**config.mk**
```make
export PLATFORM = sky130hd
export DESIGN_NAME = hvn_div_cell
export DESIGN_NICKNAME = d
export VERILOG_FILES = /design/src/sv/hvn_pkg.sv /design/src/sv/hvn_div_cell.sv
export SDC_FILE = /design/constraint.sdc
export NUM_CORES = 1
export LEC_CHECK = 0
export BUFFER_PORTS_ARGS = -buffer_cell sky130_fd_sc_hd__buf_4
export CORE_ASPECT_RATIO = 0.7
export CORE_MARGIN = 2
export CORE_UTILIZATION = 47
export CTS_CLUSTER_DIAMETER = 60
export DETAILED_ROUTE_END_ITERATION = 6
export PLACE_DENSITY_LB_ADDON = 0.05
export SYNTH_ARGS = -nofsm -noshare
export SYNTH_HDL_FRONTEND = slang
export SYNTH_SLANG_ARGS = --single-unit
```
**constraint.sdc**
```tcl
create_clock -name clk_i -period 0.8 [get_ports clk_i]
set_input_delay 0.04 -clock clk_i [delete_from_list [all_inputs] [get_ports clk_i]]
set_output_delay 0.04 -clock clk_i [all_outputs]
set_load 0.005 [all_outputs]
```
**src/sv/hvn_pkg.sv**
```systemverilog
// Package of the fractal value noise core: constants, config codes, types.
// Used by every RTL file of the block; depends on nothing.
`timescale 1ns / 1ps
`default_nettype none

package hvn_pkg;

  localparam int unsigned MAX_OCTAVES_DEF = 16;
  localparam int unsigned FRAC_BITS_DEF   = 16;
  localparam int unsigned QUOT_BITS       = 16;

  localparam logic [31:0] HASH_KX     = 32'd374761393;
  localparam logic [31:0] HASH_KY     = 32'd668265263;
  localparam logic [31:0] MIX_K1      = 32'h7feb352d;
  localparam logic [31:0] MIX_K2      = 32'h846ca68b;
  localparam logic [63:0] OCTAVE_SALT = 64'h9E3779B97F4A7C15;
  localparam logic [16:0] ONE_Q16     = 17'd65536;
  localparam logic [16:0] PERS_MIN    = 17'd3277;
  localparam logic [17:0] SMOOTH_K    = 18'd196608;

  localparam logic [63:0] SEED_RST = 64'd0;
  localparam logic [4:0]  OCT_RST  = 5'd4;
  localparam logic [16:0] PERS_RST = 17'd32768;

  typedef enum logic [1:0] {
    CFG_SEED = 2'd0,
    CFG_OCT  = 2'd1,
    CFG_PERS = 2'd2
  } cfg_idx_e;

  // Clamped configuration seen by every octave cell.
  typedef struct packed {
    logic [16:0] pers;
    logic [5:0]  oct;
  } cell_cfg_t;

endpackage

`default_nettype wire

```
**src/sv/hvn_div_cell.sv**
```systemverilog
// One restoring-division cell: decides quotient bit B of sum / (total * 2^16).
// Uses hvn_pkg.
`timescale 1ns / 1ps
`default_nettype none

module hvn_div_cell #(
  parameter int unsigned B  = 15,
  parameter int unsigned SW = 53,
  parameter int unsigned TW = 21
) (
  input  wire logic                          clk_i,
  input  wire logic                          rst_ni,
  input  wire logic                          en_i,
  input  wire logic                          valid_i,
  input  wire logic [SW-1:0]                 rem_i,
  input  wire logic [TW-1:0]                 den_i,
  input  wire logic [hvn_pkg::QUOT_BITS-1:0] quo_i,
  output logic                               valid_o,
  output logic [SW-1:0]                      rem_o,
  output logic [TW-1:0]                      den_o,
  output logic [hvn_pkg::QUOT_BITS-1:0]      quo_o
);
  import hvn_pkg::*;

  logic [SW-1:0]        dsh;
  logic                 ge;
  logic [QUOT_BITS-1:0] quo_d;

  always_comb begin
    dsh      = SW'(den_i) << (QUOT_BITS + B);
    ge       = (rem_i >= dsh);
    quo_d    = quo_i;
    quo_d[B] = ge;
  end

  always_ff @(posedge clk_i or negedge rst_ni) begin
    if (!rst_ni) begin
      valid_o <= 1'b0;
    end else if (en_i) begin
      valid_o <= valid_i;
    end
  end

  always_ff @(posedge clk_i) begin
    if (en_i) begin
      rem_o <= ge ? rem_i - dsh : rem_i;
      den_o <= den_i;
      quo_o <= quo_d;
    end
  end

endmodule

`default_nettype wire

```
Word-level counts from Yosys, hierarchy flattened
Cells that the tools add are included.
{"block": "totals", "word_cells": 7, "register_bits": 91, "inputBits": 94, "out_inout_bits": 91}
{"block": "op_classes", "order_cmp": 1, "n_addsub": 1, "muxes": 1}
{"op": "$ge A53 B52 Y1", "count": 1}
{"op": "$mux W53", "count": 1}
{"op": "$sub A53 B52 Y53", "count": 1}

Longest topological paths before layout
{"block": "depth", "depth_word": 2, "mapped_depth": 11, "depth_no_buf": 10}

Worst setup path before layout
No wires, ideal clock.
{"block": "synth_path", "kind": "in2reg", "from": "input port den_i[2]", "to": "register rem_o[52] (data pin)", "arrival_ns": 2.081, "stages": 8, "setup_slack_ns": -1.544, "n_path_buf": 0, "cell_sequence": "inv_1 ha_1 and3_1 o21a_1 or4b_4 a2111o_1 a31oi_1 mux2_1"}
{"block": "synth_via", "elab_chain_len": 2}
{"element": "start, declared", "line_no": "hvn_div_cell.sv:16", "text": "input wire logic [TW-1:0] den_i,"}
{"element": "$sub A53 B52 Y53 or $ge A53 B52 Y1 (tied branches)", "line_no": "hvn_div_cell.sv:46, hvn_div_cell.sv:31"}
{"element": "$mux W53 (*)", "line_no": "hvn_div_cell.sv:46", "text": "rem_o <= ge ? rem_i - dsh : rem_i;"}
{"element": "end signal, assigned", "line_no": "hvn_div_cell.sv:46"}
{"element": "end, declared", "line_no": "hvn_div_cell.sv:19", "text": "output logic [SW-1:0] rem_o,"}
Every way passes the cells marked *; elsewhere a longest branch is shown, timed or not.
A chain may end at the register's enable or synchronous reset.

Worst setup path in the final report
{"block": "layout_path", "from": "input port den_i[4]", "to": "register rem_o[40] (data pin)"}
Same word-level chain as after synthesis.

==> flow_summary.ini <==
[run_status]
status = complete, but fails checks
violations = setup timing

[floorplan]
ios = 185
die_h_um = 85.6
die-area_um2 = 10300
die_w_um = 121
start_util_pct = 48.9
core_area_um2 = 9140
fp-row-count = 29

[timing]
drv_slew = 0
finalCritPeriodShare_pct = 273
rsz0062_at_grt = true
worst_pin_slew_ns = 0.586
skew_ns = 0
maxSlewHeadroom_pct = 60.5
setup_viol = 114
setup_tns_ns = -38.66
max_freq_mhz = 457
setup_slack_ns = -1.39
period_needed_ns = 2.19
hold_viol_final = 0
timing.hold.ws_ns = 0.0127

[critical_path]
crit_type = in -> reg
r2r_cells = 1
ff2ff_setup_slack_ns = 0.02
path_max_fanout = 3
crit_chain = buf_4, inv_2, ha_4, buf_4, nor2b_1, buf_4, or3_1, a2111oi_1, a21oi_1, mux2_2
worst_ep_arrival_time_ns = 2.29
crit_top_cell = buf_4
worstSetupEndpointType = register
cp-start-kind = primary input
required_ns = 0.90
max_stage_delay_ns = 0.58
slowest_stage = a2111oi_1

[cts]
cts_buffer_depth = 2
clk_pin_slew_ns = 0.07
insertion_delay_ns = 0.34
cts.sinks = 91
numCtsBuffers = 9
cts.htree.levels = 3
cts-root-buf = clkbuf_16
cts_tree = done

[synthesis]
synthArstFlopShare_pct = 1.10
synth_nets = 455
yosysMostFrequentCell = edfxtp_1
synth_flop_cell = edfxtp_1
yosys.area.top_type_share_pct = 60.5
syn-cell-area_um2 = 4470
netlist_top_cells_area = edfxtp_1 (60%), ha_1 (5.9%), mux2_2 (2.5%), a21oi_1 (2.5%), inv_1 (2.3%)
avgSynthCellArea_um2 = 13.2
yosysSeqAreaShare_pct = 61.0
yosys-top-cells-count = edfxtp_1 (90), inv_1 (27), a21oi_1 (22), ha_1 (21), nor2_1 (19)
synth-edff-count = 90
yosysUniqueCellTypes = 61
yosys_warnings = 0
syn_inst = 339
yosys.area.top_type = edfxtp_1
synth_seq_cells = 91

[pwr]
totalPowerFinal_w = 0.0150
p_sw_share_pct = 27.7
power_frac_comb_pct = 30.1
p_sw_w = 0.00415
pwr-share-seq_pct = 40.0
clkPwrFrac_pct = 29.9
leakage_nw = 3.61
power_density_nw_per_um2 = 1790
vdd_ir_drop_max_mv = 1.49
power.internal_w = 0.0109

[cells_and_area]
nFillCells = 326
finalNetCount = 819
drive_above_1_share_pct = 55.4
fin_area_um2 = 8390
fin_cells = 832
num_antenna_cells = 0
syn_to_final_growth_pct = 87.7

[drt]
dr_wl_met2_um = 10100
vias = 4931
wl_met1_um = 6950
drc_errors = 0
drt_iter0_drc = 484
top_layer = met4
first_pass_iters = 5
wl_um = 20000
wire_per_inst_um = 24.0
met3WireLength_um = 2000
detail-route-antenna-nets = 0
viasPerCell = 5.93

[global_routing]
track_usage_pct = 32.5
grt_first_pass_wirelength_um = 25200
antenna_found_initial = 0
grt_max_degree = 34
grt_pass1_vias = 4788
grt.overflow.total = 0

[placed_design]
place.gp.congestion = 0.880
portBuffers = 183
dp.cells = 734
place_area_um2 = 6930
post-dp-hpwl_um = 9750

[worst_hold_path]
min_path_type = in -> reg
hold_depth = 2

[flow_run]
max-cap-violations = 0
[cell usage in the layout, fill, tap and decap left out, types with 4 or more instances in the layout]
cell / n
buf_4: 246
edfxtp_1: 90
dlygate4sd3_1: 68
buf_6: 41
inv_1: 18
nor2_1: 16
a21oi_1: 13
ha_4: 13
nand2_1: 10
mux2_2: 10
a21oi_2: 9
clkbuf_16: 9
nor4_1: 8
o21ai_0: 8
xnor2_1: 8
nor3_1: 7
ha_1: 7
o21a_1: 6
nor3_2: 6
nand4_1: 5
nand3_1: 5
o21ai_2: 5
inv_4: 4
a21o_1: 4
o31ai_1: 4
xor2_1: 4
[power groups by stage]
stage               sequential [W]  clock, W  combinational (W)
floorplan                  0.00609         0            0.00135
global placement           0.00602         0            0.00337
detailed placement         0.00603         0            0.00345
CTS                        0.00595   0.00445            0.00396
global route               0.00603   0.00463            0.00470
finish                     0.00600   0.00449            0.00452
[final timing paths]
| check | from | endpoint |
|---|---|---|
| min in group asynchronous | rst_ni | valid_o |
| max in group asynchronous | rst_ni | valid_o |
| worst max-delay path | den_i[4] | rem_o[40] |
| worst min register to register | valid_o | valid_o |
| worst max register to register | valid_o | valid_o |
| worst min-delay path | rem_i[51] | rem_o[51] |
[cell families after synthesis]
group	Yosys count	synth area share, %
buffers and inverters	34	3.19
and+or+nand+nor	83	9.91
adders and majority gates	22	6.33
xor gates and xnor gates	12	2.35
muxes	15	3.89
AOI/OAI and AO/OA	82	13.3
DFF	91	61.0
[registers in the layout, indices dropped and copies added (netlist names)]
name,cells
rem_o,53
den_o,21
quo_o,16
valid_o,1
[final cells by class]
class                           count  area [um2]  area share, %
Tap cell                          124         155           1.85
Multi-Input combinational cell    214        2000           23.8
Timing Repair Buffer              358        3050           36.3
Clock inverter                      6        70.1          0.835
Timing Repair inverter              1        8.76          0.104
Inverter                           28         148           1.76
Sequential cell                    91        2730           32.5
Clock buffer                       10         239           2.85
[metrics by stage]
stage,util (%),setup slack [ns]
after floorplan,-,-1.51
after global placement,75.7,-1.69
after detailed placement,75.7,-1.74
after CTS,89.4,-1.28
after global routing,91.8,-1.51
final,91.8,-1.39
[worst max-delay path, delay by kind of cell]
family	cells	cell delay, ns
AO/OA/AOI/OAI	2	0.73
AND/OR/NAND/NOR	2	0.54
buffers and inverters	4	0.48
multiplexers	1	0.29
adder cells (fa/ha/maj)	1	0.20
[per-layer routing]
metal / track usage [%] / vias to the layer above
met5: 0 / -
met4: 11.7 / 0
met3: 7.91 / 90
met2: 57.4 / 404
met1: 39.1 / 2394
li1: - / 2043
[repair_timing]
action | CTS | global route
hold buffers | 68 | 0
pin swaps | 9 | 7
resized for setup | 55 | 42
endpoints found under the setup margin | 114 | 115
hold endpoints to repair | 68 | 0
setup buffers | 7 | 7
cloned | 1 | 0
Note: power is estimated with default switching activity, not from simulation.
